<file path="src/rtl/rmvn_pkg.sv">
// Package for the running mean/variance normalizer.
// Holds the item kind codes, the controller state type, the command and status structs and the fixed field widths.
`default_nettype none
package rmvn_pkg;
    localparam int SampleWidth = 32;
    localparam int SumWidth    = 64;

    typedef enum logic {
        KIND_TRACK     = 1'b0,
        KIND_NORMALIZE = 1'b1
    } kind_t;

    typedef enum logic [3:0] {
        ST_IDLE,
        ST_T_DIV_START,
        ST_T_DIV_WAIT,
        ST_T_MUL,
        ST_T_ACC,
        ST_N_CHECK,
        ST_N_VAR_WAIT,
        ST_N_SQRT_WAIT,
        ST_N_Z_START,
        ST_N_Z_WAIT,
        ST_N_DONE,
        ST_OUT
    } state_t;

    // Commands from controller to datapath.
    typedef struct packed {
        logic load;        // capture input beat
        logic cnt_inc;     // advance saturating count
        logic div_mean;    // start divide |d1| / n
        logic mean_upd;    // apply quotient to mean
        logic mul;         // form |d1|*|d2|
        logic acc;         // accumulate into m2
        logic div_var;     // start divide m2 / (n-1)
        logic sqrt_start;  // start integer square root
        logic div_z;       // start divide num / sd
        logic z_upd;       // capture z-score result
        logic z_undef;     // force undefined-spread result
    } cmd_t;

    // Status from datapath to controller.
    typedef struct packed {
        logic kind;
        logic busy;        // divider or root unit running
        logic spread_bad;  // count below two or m2 zero
        logic sd_zero;
    } stat_t;
endpackage
`default_nettype wire

</file>
<file path="src/rtl/rmvn_ctrl.sv">
// Controller state machine sequencing track and normalize items.
// Depends on rmvn_pkg; drives the datapath through cmd_t.
`default_nettype none
module rmvn_ctrl
    import rmvn_pkg::*;
(
    input  wire logic  clk,
    input  wire logic  rst_n,
    input  wire logic  in_valid,
    output logic       in_ready,
    output logic       out_valid,
    input  wire logic  out_ready,
    input  wire stat_t stat,
    output cmd_t       cmd
);
    state_t state_reg, state_next;
    logic   out_valid_reg, out_valid_next;

    always_ff @(posedge clk or negedge rst_n)
    begin
        if (!rst_n)
        begin
            state_reg     <= ST_IDLE;
            out_valid_reg <= 1'b0;
        end
        else
        begin
            state_reg     <= state_next;
            out_valid_reg <= out_valid_next;
        end
    end

    always_comb
    begin
        state_next     = state_reg;
        cmd            = '0;
        in_ready       = 1'b0;
        out_valid_next = out_valid_reg && !out_ready;
        case (state_reg)
            ST_IDLE:
            begin
                in_ready = 1'b1;
                if (in_valid)
                begin
                    cmd.load   = 1'b1;
                    state_next = ST_T_DIV_START;
                end
            end
            ST_T_DIV_START:
            begin
                if (stat.kind == KIND_NORMALIZE)
                    state_next = ST_N_CHECK;
                else
                begin
                    cmd.cnt_inc = 1'b1;
                    state_next  = ST_T_DIV_WAIT;
                end
            end
            ST_T_DIV_WAIT:
            begin
                cmd.div_mean = 1'b1;
                state_next   = ST_T_MUL;
            end
            ST_T_MUL:
            begin
                if (!stat.busy)
                begin
                    cmd.mean_upd = 1'b1;
                    state_next   = ST_T_ACC;
                end
            end
            ST_T_ACC:
            begin
                cmd.mul    = 1'b1;
                state_next = ST_N_DONE;
            end
            ST_N_DONE:
            begin
                cmd.acc    = 1'b1;
                state_next = ST_IDLE;
            end
            ST_N_CHECK:
            begin
                // A normalize item starts only once the output register is free,
                // so the result it writes never lands on a beat still waiting.
                if (!out_valid_reg || out_ready)
                begin
                    if (stat.spread_bad)
                    begin
                        cmd.z_undef = 1'b1;
                        state_next  = ST_OUT;
                    end
                    else
                    begin
                        cmd.div_var = 1'b1;
                        state_next  = ST_N_VAR_WAIT;
                    end
                end
            end
            ST_N_VAR_WAIT:
            begin
                if (!stat.busy)
                begin
                    cmd.sqrt_start = 1'b1;
                    state_next     = ST_N_SQRT_WAIT;
                end
            end
            ST_N_SQRT_WAIT:
            begin
                if (!stat.busy)
                begin
                    if (stat.sd_zero)
                    begin
                        cmd.z_undef = 1'b1;
                        state_next  = ST_OUT;
                    end
                    else
                        state_next = ST_N_Z_START;
                end
            end
            ST_N_Z_START:
            begin
                cmd.div_z  = 1'b1;
                state_next = ST_N_Z_WAIT;
            end
            ST_N_Z_WAIT:
            begin
                if (!stat.busy)
                begin
                    cmd.z_upd  = 1'b1;
                    state_next = ST_OUT;
                end
            end
            ST_OUT:
            begin
                out_valid_next = 1'b1;
                state_next     = ST_IDLE;
            end
            default:
                state_next = ST_IDLE;
        endcase
    end

    assign out_valid = out_valid_reg;
endmodule
`default_nettype wire
</file>
<file path="config.mk">
export PLATFORM = sky130hd
export DESIGN_NAME = rmvn_ctrl
export DESIGN_NICKNAME = d
export VERILOG_FILES = /design/src/rtl/rmvn_pkg.sv /design/src/rtl/rmvn_ctrl.sv
export SDC_FILE = /design/constraint.sdc
export NUM_CORES = 1
export LEC_CHECK = 0
export ABC_AREA = 1
export BUFFER_PORTS_ARGS = -buffer_cell sky130_fd_sc_hd__buf_4
export CAP_MARGIN = 20
export CELL_PAD_IN_SITES_DETAIL_PLACEMENT = 1
export CELL_PAD_IN_SITES_GLOBAL_PLACEMENT = 1
export CORE_MARGIN = 2
export CORE_UTILIZATION = 26
export DETAILED_ROUTE_END_ITERATION = 8
export HOLD_SLACK_MARGIN = 0.03
export PLACE_DENSITY = 0.79
export SYNTH_ARGS = -nofsm -noshare
export SYNTH_HDL_FRONTEND = slang
export SYNTH_SLANG_ARGS = --single-unit
</file>
<file path="constraint.sdc">
create_clock -name clk -period 1.16 [get_ports clk]
set_clock_uncertainty 0.1 [all_clocks]
set_input_delay 0.058 -clock clk [delete_from_list [all_inputs] [get_ports clk]]
set_output_delay 0.058 -clock clk [all_outputs]
set_load 0.05 [all_outputs]
</file>
==> out/results.txt <==
The library cell used most frequently in the layout, excluding fill and tap cells, is sky130_fd_sc_hd__buf_4. The design area is 1331 um2. The total area of multi-input combinational cells was 551.8 um2. Counting cells, the worst reg-to-reg path comes to 10. The post-placement worst setup slack is -0.3313 ns, and the first-pass GRT wire length is 5.568 mm.

The DRC marker count from the first detailed-route iteration is 13, and the clock transition at the register clock pins on the worst setup and hold paths after CTS is 0.05 ns. STA puts the critical path data arrival time at 1.75 ns. In this run the worst setup path begins at state_reg[1]. Of the cells placed in the final design, the portion with a size suffix greater than 1 is 75.84%. The design draws 3.778 mW. Dividing the detail-routed wire length by the instance count gives 23.46 um.

At the worst endpoint, the required time is 1.25 ns. The overall die height is 48.37 um. Synthesis instantiated 16 different standard cells from the library. The detail route stage leaves a number of antenna-violating nets equal to 0. In this run the critical register-to-register path is captured at state_reg[1].

Synthesis inferred 5 register bits. The maximum level of the CTS H-tree is 1, and the number of pins with negative max-slew slack in the final report is 0. In the routed design, unresolved DRC markers number 0. Final critical-path setup slack: -0.5010 ns. The run finished, with violations left.

Yosys printed 0 warnings. The worst pin sits at a relative slew slack of 81.55%. Setup repair after global routing could not meet its margin everywhere. The worst setup path is launched from a register. The first-pass detailed-route iteration total is 4. The worst reg2reg path startpoint is state_reg[1]. The tools report the synthesized netlist net count as 99.

The synthesized-area fraction occupied by ao, oa, aoi and oai cells is 6.601%. The final reports fail on negative setup slack. The area growth from synthesis to layout is 160.1%. Number of hold violations in the final report: 0. For this configuration, the core starts out at a cell density of 26.91%. The tools report the total placed instance area as 962.2 um2.

Static timing analysis puts the maximum clock frequency at 602.0 MHz. After detailed routing, the total wire length is 4.129 mm. After global routing the overflow that remains totals 0. The worst IR drop on VDD is 1.745 mV. Of the total synthesized cell area, the portion taken by AND, OR, NAND and NOR gates is 57.21%. For this design the top-level I/O count stands at 21. The floorplan has 16 rows. The sum of net half-perimeters after detailed placement came out at 1.803 mm. The number of nets in the final layout is 158, and the time the worst path needs with I/O delays and setup is 1.661 ns. Setup violations remaining at the end of the flow were counted as 17. The overall track demand over capacity in global routing came out at 33.03%. The count of buffers from port buffering came out at 20.

The die is 48.37 um wide. The floorplan step defined a die boundary enclosing 2339 um2. The cell sitting at the root of the clock tree is a sky130_fd_sc_hd__clkbuf_4. The clock insertion delay at the later pin of the skew report was 0.26 ns.

Summing all flip-flop and latch instances after layout gives 131.4 um2. Synthesis produced a netlist whose cell count is 91. The path class of the tightest hold or removal check is in2async. In this run the static leakage power is 0.6363 nW.

The logs give 2 for the number of buffers on the longest clock path and 1902 um2 for the area of the placeable core. The register with the most flip-flops in the layout has 4 of them. In this run the worst setup path terminates at state_reg[1].

Across the run, the number of max-cap violations was 0. Counting the buffers created by CTS gives 3. The sequential share of the synthesized area is 24.45%. Synthesized cell area: 511.7 um2. The layout has 214 filler cells. The share of the synthesized netlist area taken by xor and xnor gates is 0%. Dividing the final minimum period by the clock period gives 143.2%. The number of antenna violations at the first check in global routing came out at 1.

Number of global-route vias before repair: 1007. At the pin with the least slew margin, the transition time is 0.2756 ns. The per-cell via count in the routed design is 5.420.

Via total after detailed routing: 954. TritonCTS built the clock tree. Entering global routing, the biggest net connects 7 pins. Routability-driven placement finished with a final weighted congestion of 0.8181. Capturing element type of the critical path: a register. Area share of fa/ha/maj cells after synthesis: 0%.

For this design the ratio of total power to cell area is 2838 nW/um2. The tools report the CTS sink count as 5. Dividing the synthesized area by the synthesized cell count gives 5.624 um2. By area, the combinational part of the netlist is dominated by simple AND/OR/NAND/NOR gates. The setup path with the least slack is of type reg2reg. In the layout the commonest cells are 33 x sky130_fd_sc_hd__buf_4, 16 x sky130_fd_sc_hd__nand2_1, 13 x sky130_fd_sc_hd__buf_6. Number of antenna cells inserted: 0. The worst register-to-register path has a setup slack of -0.50 ns.

In this run the worst path has a maximum fanout of 6. Of the post-synthesis cell area, the part taken by muxes is 0%.
[Yosys cell counts]
master,count,area share [%]
sky130_fd_sc_hd__o21ai_2,1,1.7
sky130_fd_sc_hd__nand2_1,24,18
sky130_fd_sc_hd__nor3_1,2,2.0
sky130_fd_sc_hd__o22ai_1,2,2.4
sky130_fd_sc_hd__nand4_1,1,1.2
sky130_fd_sc_hd__o21ai_0,1,0.98
sky130_fd_sc_hd__nand3_1,11,11
sky130_fd_sc_hd__inv_2,5,3.7
sky130_fd_sc_hd__nand2_4,2,4.4
sky130_fd_sc_hd__inv_1,10,7.3
sky130_fd_sc_hd__o211ai_1,1,1.5
sky130_fd_sc_hd__dfrtp_1,5,24
sky130_fd_sc_hd__nor2_2,3,3.7
sky130_fd_sc_hd__nand2_2,3,3.7
sky130_fd_sc_hd__clkinv_1,1,0.73
sky130_fd_sc_hd__nor2_1,19,14
[stage by stage]
stage | instances | hold WS, ns | TNS (ns) | util (%)
floorplan | 91 | -0.3376 | -1.182 | -
global placement | 154 | -0.2401 | -2.505 | 50.59
detailed placement | 154 | -0.2404 | -3.239 | 50.59
CTS | 169 | 0.04202 | -5.569 | 64.08
global route | 176 | 0.06422 | -7.897 | 70.00
finish | 176 | 0.04503 | -7.239 | 70.00
[critical path, stage by stage (launching register included)]
cell and delay, ns:
sky130_fd_sc_hd__dfrtp_2 0.49, sky130_fd_sc_hd__inv_4 0.14, sky130_fd_sc_hd__nand2_4 0.08, sky130_fd_sc_hd__buf_4 0.16
sky130_fd_sc_hd__nor2_4 0.13, sky130_fd_sc_hd__nor2_2 0.06, sky130_fd_sc_hd__nand2_2 0.09, sky130_fd_sc_hd__nand2_4 0.09
sky130_fd_sc_hd__nand2_4 0.09, sky130_fd_sc_hd__nand2_1 0.07, sky130_fd_sc_hd__nand2_1 0.09
[cell type report]
cell class,instances,share of cell area [%]
Sequential cell,5,9.868
Clock buffer,4,1.974
Multi-Input combinational cell,70,41.45
Tap cell,27,2.538
Inverter,16,5.921
Timing Repair Buffer,54,38.25
[metal layers]
metal / up-vias / wire length [um] / track usage, %
li1: 400 / - / -
met1: 472 / 1597 / 36.72
met2: 48 / 1991 / 57.87
met3: 32 / 210 / 5.247
met4: 2 / 313 / 22.38
met5: - / 16 / 0
[logic make-up (layout without fill, tap and decap cells)]
kind of cell | Yosys count | in the layout
DFF | 5 | 5
AOI/OAI and AO/OA | 5 | 5
and+or+nand+nor | 65 | 65
buffers and inverters | 16 | 74
[worst min-delay path by stage]
stage,from,to,slack (ns),depth (start not counted)
after global placement,rst_n,state_reg[3],-0.24,1
after floorplan,rst_n,out_valid,-0.34,0
after CTS,rst_n,state_reg[1],0.04,2
final,rst_n,state_reg[1],0.05,2
after detailed placement,rst_n,state_reg[2],-0.24,1
after global routing,rst_n,state_reg[1],0.06,2
[repair_timing]
item	4_1_cts	5_1_grt
hold endpoints to repair	6	0
pin swaps	9	8
hold buffers	2	0
buffers inserted	9	7
endpoints found under the setup margin	16	17
cloned	0	0
resized for setup	40	11
[report_power, final]
group / internal, mW / switching [mW] / total [mW] / leakage, nW
logic: 1.29 / 1.81 / 3.10 / 0.564
clock network: 0.131 / 0.0874 / 0.218 / 0.0150
registers: 0.259 / 0.201 / 0.460 / 0.0577
Note: power is estimated with default switching activity, not from simulation.
