**src/rtl/rmvn_pkg.sv**
```systemverilog
// Package for the running mean/variance normalizer.
// Holds the item kind codes, the controller state type, the command and status structs and the fixed field widths.
`default_nettype none
package rmvn_pkg;
    localparam int SampleWidth = 32;
    localparam int SumWidth    = 64;

    typedef enum logic {
        KIND_TRACK     = 1'b0,
        KIND_NORMALIZE = 1'b1
    } kind_t;

    typedef enum logic [3:0] {
        ST_IDLE,
        ST_T_DIV_START,
        ST_T_DIV_WAIT,
        ST_T_MUL,
        ST_T_ACC,
        ST_N_CHECK,
        ST_N_VAR_WAIT,
        ST_N_SQRT_WAIT,
        ST_N_Z_START,
        ST_N_Z_WAIT,
        ST_N_DONE,
        ST_OUT
    } state_t;

    // Commands from controller to datapath.
    typedef struct packed {
        logic load;        // capture input beat
        logic cnt_inc;     // advance saturating count
        logic div_mean;    // start divide |d1| / n
        logic mean_upd;    // apply quotient to mean
        logic mul;         // form |d1|*|d2|
        logic acc;         // accumulate into m2
        logic div_var;     // start divide m2 / (n-1)
        logic sqrt_start;  // start integer square root
        logic div_z;       // start divide num / sd
        logic z_upd;       // capture z-score result
        logic z_undef;     // force undefined-spread result
    } cmd_t;

    // Status from datapath to controller.
    typedef struct packed {
        logic kind;
        logic busy;        // divider or root unit running
        logic spread_bad;  // count below two or m2 zero
        logic sd_zero;
    } stat_t;
endpackage
`default_nettype wire

```
**src/rtl/rmvn_div.sv**
```systemverilog
// Restoring bit-serial unsigned divider, one quotient bit per cycle.
// Standalone; used by the datapath for all three divisions.
`default_nettype none
module rmvn_div #(
    parameter int W = 64
) (
    input  wire logic         clk,
    input  wire logic         rst_n,
    input  wire logic         start,
    input  wire logic [W-1:0] num,
    input  wire logic [W-1:0] den,
    output logic              busy,
    output logic [W-1:0]      quot
);
    localparam int CW = $clog2(W + 1);
    logic [W-1:0]  rem_reg, rem_next;
    logic [W-1:0]  q_reg, q_next;
    logic [W-1:0]  den_reg;
    logic [CW-1:0] cnt_reg;
    logic [W:0]    trial;

    always_comb
    begin
        trial    = {rem_reg, q_reg[W-1]};
        rem_next = trial[W-1:0];
        q_next   = {q_reg[W-2:0], 1'b0};
        if (trial >= {1'b0, den_reg})
        begin
            rem_next  = W'(trial - {1'b0, den_reg});
            q_next[0] = 1'b1;
        end
    end

    always_ff @(posedge clk or negedge rst_n)
    begin
        if (!rst_n)
            cnt_reg <= '0;
        else if (start)
            cnt_reg <= CW'(W);
        else if (cnt_reg != '0)
            cnt_reg <= cnt_reg - 1'b1;
    end

    always_ff @(posedge clk)
    begin
        if (start)
        begin
            rem_reg <= '0;
            q_reg   <= num;
            den_reg <= den;
        end
        else if (cnt_reg != '0)
        begin
            rem_reg <= rem_next;
            q_reg   <= q_next;
        end
    end

    assign busy = (cnt_reg != '0);
    assign quot = q_reg;
endmodule
`default_nettype wire

```
**src/rtl/rmvn_sqrt.sv**
```systemverilog
// Bit-pair integer square root of a 64-bit value, one result bit per cycle.
// Uses rmvn_pkg widths.
`default_nettype none
module rmvn_sqrt
    import rmvn_pkg::*;
(
    input  wire logic                clk,
    input  wire logic                rst_n,
    input  wire logic                start,
    input  wire logic [SumWidth-1:0] value,
    output logic                     busy,
    output logic [SumWidth/2-1:0]    root
);
    localparam int HW = SumWidth / 2;
    logic [SumWidth-1:0] v_reg;
    logic [HW+1:0]       rem_reg, rem_next;
    logic [HW-1:0]       r_reg, r_next;
    logic [5:0]          cnt_reg;
    logic [HW+1:0]       trial;

    always_comb
    begin
        rem_next = {rem_reg[HW-1:0], v_reg[SumWidth-1:SumWidth-2]};
        trial    = {r_reg, 2'b01};
        r_next   = {r_reg[HW-2:0], 1'b0};
        if (rem_next >= trial)
        begin
            rem_next  = rem_next - trial;
            r_next[0] = 1'b1;
        end
    end

    always_ff @(posedge clk or negedge rst_n)
    begin
        if (!rst_n)
            cnt_reg <= '0;
        else if (start)
            cnt_reg <= 6'(HW);
        else if (cnt_reg != '0)
            cnt_reg <= cnt_reg - 1'b1;
    end

    always_ff @(posedge clk)
    begin
        if (start)
        begin
            v_reg   <= value;
            rem_reg <= '0;
            r_reg   <= '0;
        end
        else if (cnt_reg != '0)
        begin
            v_reg   <= {v_reg[SumWidth-3:0], 2'b00};
            rem_reg <= rem_next;
            r_reg   <= r_next;
        end
    end

    assign busy = (cnt_reg != '0);
    assign root = r_reg;
endmodule
`default_nettype wire

```
**src/rtl/rmvn_datapath.sv**
```systemverilog
// Datapath: statistics registers, shared divider, square root and result register.
// Depends on rmvn_pkg, rmvn_div and rmvn_sqrt.
`default_nettype none
module rmvn_datapath
    import rmvn_pkg::*;
#(
    parameter int COUNT_WIDTH = 32,
    parameter int FRAC_BITS   = 16
) (
    input  wire logic                   clk,
    input  wire logic                   rst_n,
    input  wire cmd_t                   cmd,
    output stat_t                       stat,
    input  wire logic                   in_kind,
    input  wire logic [SampleWidth-1:0] in_sample,
    output logic [SampleWidth-1:0]      zscore,
    output logic                        spread_zero
);
    localparam int DW = (COUNT_WIDTH > SumWidth) ? COUNT_WIDTH : SumWidth;

    logic [COUNT_WIDTH-1:0]   cnt_reg;
    logic [SampleWidth-1:0]   mean_reg;
    logic [SumWidth-1:0]      m2_reg;
    logic                     kind_reg;
    logic [SampleWidth:0]     x_reg;      // sign-extended sample
    logic                     neg_reg;
    logic [SampleWidth:0]     mag1_reg;   // |x - mean|
    logic [SumWidth-1:0]      prod_reg;
    logic [SampleWidth-1:0]   z_reg;
    logic                     zf_reg;
    logic [SumWidth/2-1:0]    sd_reg;

    logic [SampleWidth+1:0]   diff;
    logic [SampleWidth:0]     dmag;
    logic                     div_start, div_busy, sq_busy;
    logic [DW-1:0]            div_num, div_den, div_q;
    logic [SumWidth/2-1:0]    root;
    logic [SampleWidth+1:0]   mean_new;
    logic [SumWidth:0]        sum;
    logic [DW-1:0]            qz;

    assign diff = {x_reg[SampleWidth], x_reg} - {{2{mean_reg[SampleWidth-1]}}, mean_reg};
    assign dmag = diff[SampleWidth+1] ? (SampleWidth+1)'(0) - diff[SampleWidth:0]
                                      : diff[SampleWidth:0];
    assign div_start = cmd.div_mean | cmd.div_var | cmd.div_z;

    always_comb
    begin
        div_num = '0;
        div_den = '0;
        if (cmd.div_mean)
        begin
            div_num = DW'(dmag);
            div_den = DW'(cnt_reg);
        end
        else if (cmd.div_var)
        begin
            div_num = DW'(m2_reg);
            div_den = DW'(cnt_reg - 1'b1);
        end
        else
        begin
            div_num = DW'(dmag) << FRAC_BITS;
            div_den = DW'(sd_reg);
        end
    end

    rmvn_div #(.W(DW)) u_div (
        .clk(clk), .rst_n(rst_n), .start(div_start),
        .num(div_num), .den(div_den), .busy(div_busy), .quot(div_q)
    );

    rmvn_sqrt u_sqrt (
        .clk(clk), .rst_n(rst_n), .start(cmd.sqrt_start),
        .value(div_q[SumWidth-1:0]), .busy(sq_busy), .root(root)
    );

    assign mean_new = neg_reg
        ? {{2{mean_reg[SampleWidth-1]}}, mean_reg} - (SampleWidth+2)'(div_q)
        : {{2{mean_reg[SampleWidth-1]}}, mean_reg} + (SampleWidth+2)'(div_q);
    assign sum = {1'b0, m2_reg} + {1'b0, prod_reg};
    assign qz  = div_q;

    always_ff @(posedge clk or negedge rst_n)
    begin
        if (!rst_n)
        begin
            cnt_reg  <= '0;
            mean_reg <= '0;
            m2_reg   <= '0;
        end
        else
        begin
            if (cmd.cnt_inc && cnt_reg != '1)
                cnt_reg <= cnt_reg + 1'b1;
            if (cmd.mean_upd)
                mean_reg <= mean_new[SampleWidth-1:0];
            if (cmd.acc)
                m2_reg <= sum[SumWidth] ? '1 : sum[SumWidth-1:0];
        end
    end

    // Both deviations are at most 2^32 - 1, so their low 32 bits hold them.
    always_ff @(posedge clk)
    begin
        if (cmd.load)
        begin
            kind_reg <= in_kind;
            x_reg    <= {in_sample[SampleWidth-1], in_sample};
        end
        if (cmd.div_mean || cmd.div_z)
        begin
            neg_reg  <= diff[SampleWidth+1];
            mag1_reg <= dmag;
        end
        if (cmd.mul)
            prod_reg <= SumWidth'(mag1_reg[SampleWidth-1:0]) * SumWidth'(dmag[SampleWidth-1:0]);
        if (cmd.z_undef)
        begin
            z_reg  <= '0;
            zf_reg <= 1'b1;
        end
        else if (cmd.z_upd)
        begin
            zf_reg <= 1'b0;
            if (neg_reg)
                z_reg <= (qz > DW'(33'h080000000)) ? 32'h80000000
                         : SampleWidth'(DW'(0) - qz);
            else
                z_reg <= (qz > DW'(32'h7FFFFFFF)) ? 32'h7FFFFFFF : qz[SampleWidth-1:0];
        end
    end

    always_ff @(posedge clk)
    begin
        if (cmd.sqrt_start)
            sd_reg <= '0;
        else if (!sq_busy)
            sd_reg <= root;
    end

    assign stat.kind       = kind_reg;
    assign stat.busy       = div_busy | sq_busy;
    assign stat.spread_bad = (cnt_reg < COUNT_WIDTH'(2)) || (m2_reg == '0);
    assign stat.sd_zero    = (root == '0);
    assign zscore          = z_reg;
    assign spread_zero     = zf_reg;
endmodule
`default_nettype wire

```
**config.mk**
```make
export PLATFORM = sky130hd
export DESIGN_NAME = rmvn_datapath
export DESIGN_NICKNAME = d
export VERILOG_FILES = /design/src/rtl/rmvn_pkg.sv /design/src/rtl/rmvn_div.sv /design/src/rtl/rmvn_sqrt.sv /design/src/rtl/rmvn_datapath.sv
export SDC_FILE = /design/constraint.sdc
export NUM_CORES = 2
export LEC_CHECK = 0
export ABC_CLOCK_PERIOD_IN_PS = 12400
export BUFFER_PORTS_ARGS = -buffer_cell sky130_fd_sc_hd__buf_2
export CAP_MARGIN = 20
export CORE_MARGIN = 8
export CORE_UTILIZATION = 40
export CTS_BUF_LIST = sky130_fd_sc_hd__clkbuf_4 sky130_fd_sc_hd__clkbuf_8
export DETAILED_ROUTE_END_ITERATION = 8
export PLACE_DENSITY = 0.65
export SLEW_MARGIN = 0
export SYNTH_ARGS = -nofsm -noshare
export SYNTH_HDL_FRONTEND = slang
export SYNTH_SLANG_ARGS = --single-unit
```
**constraint.sdc**
```tcl
create_clock -name clk -period 12.4 [get_ports clk]
set_clock_uncertainty 0.1 [all_clocks]
set_input_delay 2.48 -clock clk [delete_from_list [all_inputs] [get_ports clk]]
set_output_delay 2.48 -clock clk [all_outputs]
set_load 0.05 [all_outputs]
```
==> impl_metrics.py <==
metrics = {
    "logic_synthesis": {
        "ys_ff_latch": 625,
        "synthArstFlopShare_pct": 22.6,
        "synthCells": 8299,
        "synth_edf_count": 291,
        "synth_cell_type_count": 95,
        "synth_nets": 9739,
        "synth_top_area_cell": "fa_1",
        "synthFlopType": "edfxtp_1",
        "synth_top_area_share_pct": 24.6,
        "synth_area_leaders": "fa_1 25%, edfxtp_1 12%, ha_1 8.5%",
        "synth_area_um2": 73100,
        "syn_avg_cell_area_um2": 8.81,
        "ys_warn_count": 0,
        "seq_area_frac_synth_pct": 22.1,
    },
    "placed_design": {
        "dpl_cell_area_um2": 76100,
        "place_hpwl_um": 161000,
        "preCtsSetupSlack_ps": 479,
        "dp_cells": 10400,
        "globalplace.congestion": 0.942,
        "io_buffer_count": 82,
    },
    "global_routing": {
        "grt_pass1_wl_um": 338000,
        "track_usage_pct": 21.1,
        "grt_pass1_vias": 59800,
        "overflow": 0,
        "antenna_found_initial": 8,
        "grt_max_degree": 108,
    },
    "outcome": {
        "status": "complete, no violations",
    },
    "setup_path": {
        "crit_arrival_ps": 12440,
        "crit_type": "flop to flop",
        "required_ps": 12940,
        "crit_path_start_kind": "flop",
        "cp_slowest_cell": "or4b_4",
        "path_delay_family": "adder cells",
        "critical_path.max_fanout": 25,
        "critPathBufInv": 5,
        "path_common_cell": "fa_1",
        "cp_slowest_stage_delay_ps": 630,
        "critPathCaptureType": "flop",
    },
    "clocking": {
        "cts_buffer_depth": 3,
        "cts_buffers": 112,
        "cts_tree": "yes",
        "cts.sinks": 625,
        "hold_buffers": 0,
        "clockRootBuffer": "clkbuf_8",
        "cts_max_level": 3,
        "clock_latency_ps": 840,
        "path_clk_slew_ps": 60,
    },
    "cells_and_area": {
        "finalInstanceArea_um2": 78800,
        "areaGrowthSynthToFinish_pct": 7.75,
        "regArea_um2": 16100,
        "final_common_cell": "inv_1",
        "finalNonFillerCells": 10600,
        "layout.nets": 9595,
        "multi_input_area_um2": 51100,
        "nFillCells": 17800,
        "drive_above_1_share_pct": 7.24,
        "mostFrequentLayoutCells": "1196 x inv_1, 1022 x nand2_1, 900 x fa_1",
    },
    "sta": {
        "max_slew.worst_pin.slew_ps": 1090,
        "period_minus_slack_ps": 11900,
        "setup_viol": 0,
        "fmax_ghz": 0.0841,
        "worst_slack_ps": 504,
        "finalHoldWorstSlack_ps": 355,
        "min_period_over_period_pct": 95.9,
        "finalHoldViolCount": 0,
        "slew_headroom_pct": 26.8,
        "slew_violations": 0,
    },
    "floorplan": {
        "pin_count": 83,
        "die_height_um": 443,
        "core.rowCount": 157,
        "die_w_um": 443,
        "initial_core_util_pct": 40.1,
        "dieArea_um2": 197000,
        "coreArea_um2": 182000,
    },
    "routing": {
        "drt_iter0_drc": 4855,
        "drc": 0,
        "vias_per_cell": 5.53,
        "vias": 58800,
        "wl_um": 212000,
        "wire_per_inst_um": 19.9,
        "ant_nets": 0,
        "firstDrtPassIters": 7,
    },
    "job": {
        "drv_cap": 0,
    },
    "worst_hold_path": {
        "hp-class": "flop to flop",
    },
}
per-stage QoR:
stage | TNS [ps] | utilization [%]
after global routing | -20.2 | 43.2
after floorplan | 0 | -
after global placement | 0 | 41.7
after detailed placement | 0 | 41.7
after CTS | 0 | 43.1
final | 0 | 43.2
path summary, 6_finish.rpt:
check                                   startpoint                      end  slack, ps  cells past startpoint
min in group asynchronous                    rst_n  cnt_reg[26]$_DFFE_PN0P_       1600                      1
min reg2reg                 sd_reg[3]$_SDFFE_PP0N_   sd_reg[3]$_SDFFE_PP0N_        360                      2
min                         sd_reg[3]$_SDFFE_PP0N_   sd_reg[3]$_SDFFE_PP0N_        360                      2
max in group asynchronous                    rst_n   m2_reg[14]$_DFFE_PN0P_       9070                      2
max                        mean_reg[0]$_DFFE_PN0P_   prod_reg[62]$_DFFE_PP_        500                     37
max reg2reg                mean_reg[0]$_DFFE_PN0P_   prod_reg[62]$_DFFE_PP_        500                     37
kinds of logic (layout without fill, tap and decap cells):
group / count (synthesis) / after routing / share of synthesized area [%]
AO/OA/AOI/OAI: 1499 / 1499 / 13.2
XOR/XNOR: 339 / 339 / 4.08
buffers and inverters: 1680 / 1635 / 8.69
adder cells (fa/ha/maj): 1394 / 1394 / 33.1
other: 0 / 3 / 0
multiplexers: 106 / 106 / 1.56
flip-flops: 625 / 625 / 22.1
AND/OR/NAND/NOR: 2656 / 2656 / 17.3
tightest hold or removal path: stages (launching register included):
cell     delay, ps
dfxtp_1        310
nand2_1         50
a21oi_1         50
routing by layer:
metal | up-vias | GRT usage, % | share of wire, %
met5 | - | 0 | 0.0061
met2 | 2064 | 34.3 | 46
met1 | 29300 | 29.1 | 44
met4 | 2 | 5.56 | 2.8
met3 | 363 | 3.49 | 7.4
li1 | 27100 | - | -
cells in the mapped netlist, types with 43 or more instances:
cell type / count
a211oi_1: 112
a21o_1: 182
a21oi_1: 480
a31oi_1: 54
and2_1: 419
and3_1: 64
clkbuf_1: 446
dfrtp_1: 141
dfxtp_1: 193
edfxtp_1: 291
fa_1: 900
ha_1: 494
inv_1: 1197
mux2_2: 63
mux2i_1: 43
nand2_1: 1024
nand3_1: 210
nand4_1: 83
nor2_1: 433
nor2b_1: 53
nor3_1: 155
nor4_1: 67
o211ai_1: 46
o21a_1: 48
o21ai_0: 253
o21bai_1: 43
xnor2_1: 224
xor2_1: 113
layout make-up:
cell class,instances,share of cell area [%]
Inverter,1200,5.72
Clock inverter,41,0.523
Clock buffer,172,2.73
Multi-Input combinational cell,5994,64.8
Antenna cell,3,0.00953
Sequential cell,625,20.5
Tap cell,2385,3.79
Timing Repair Buffer,222,1.93
timing repair:
| item | 4_1_cts | 5_1_grt |
|---|---|---|
| endpoints found under the hold margin | 0 | 0 |
| endpoints found under the setup margin | 0 | 6 |
| setup buffers | 0 | 1 |
| gates resized for setup | 0 | 10 |
Power is left out: the tool's default activity adds up to more than one toggle a clock period on the data nets, which glitch-free logic cannot reach.
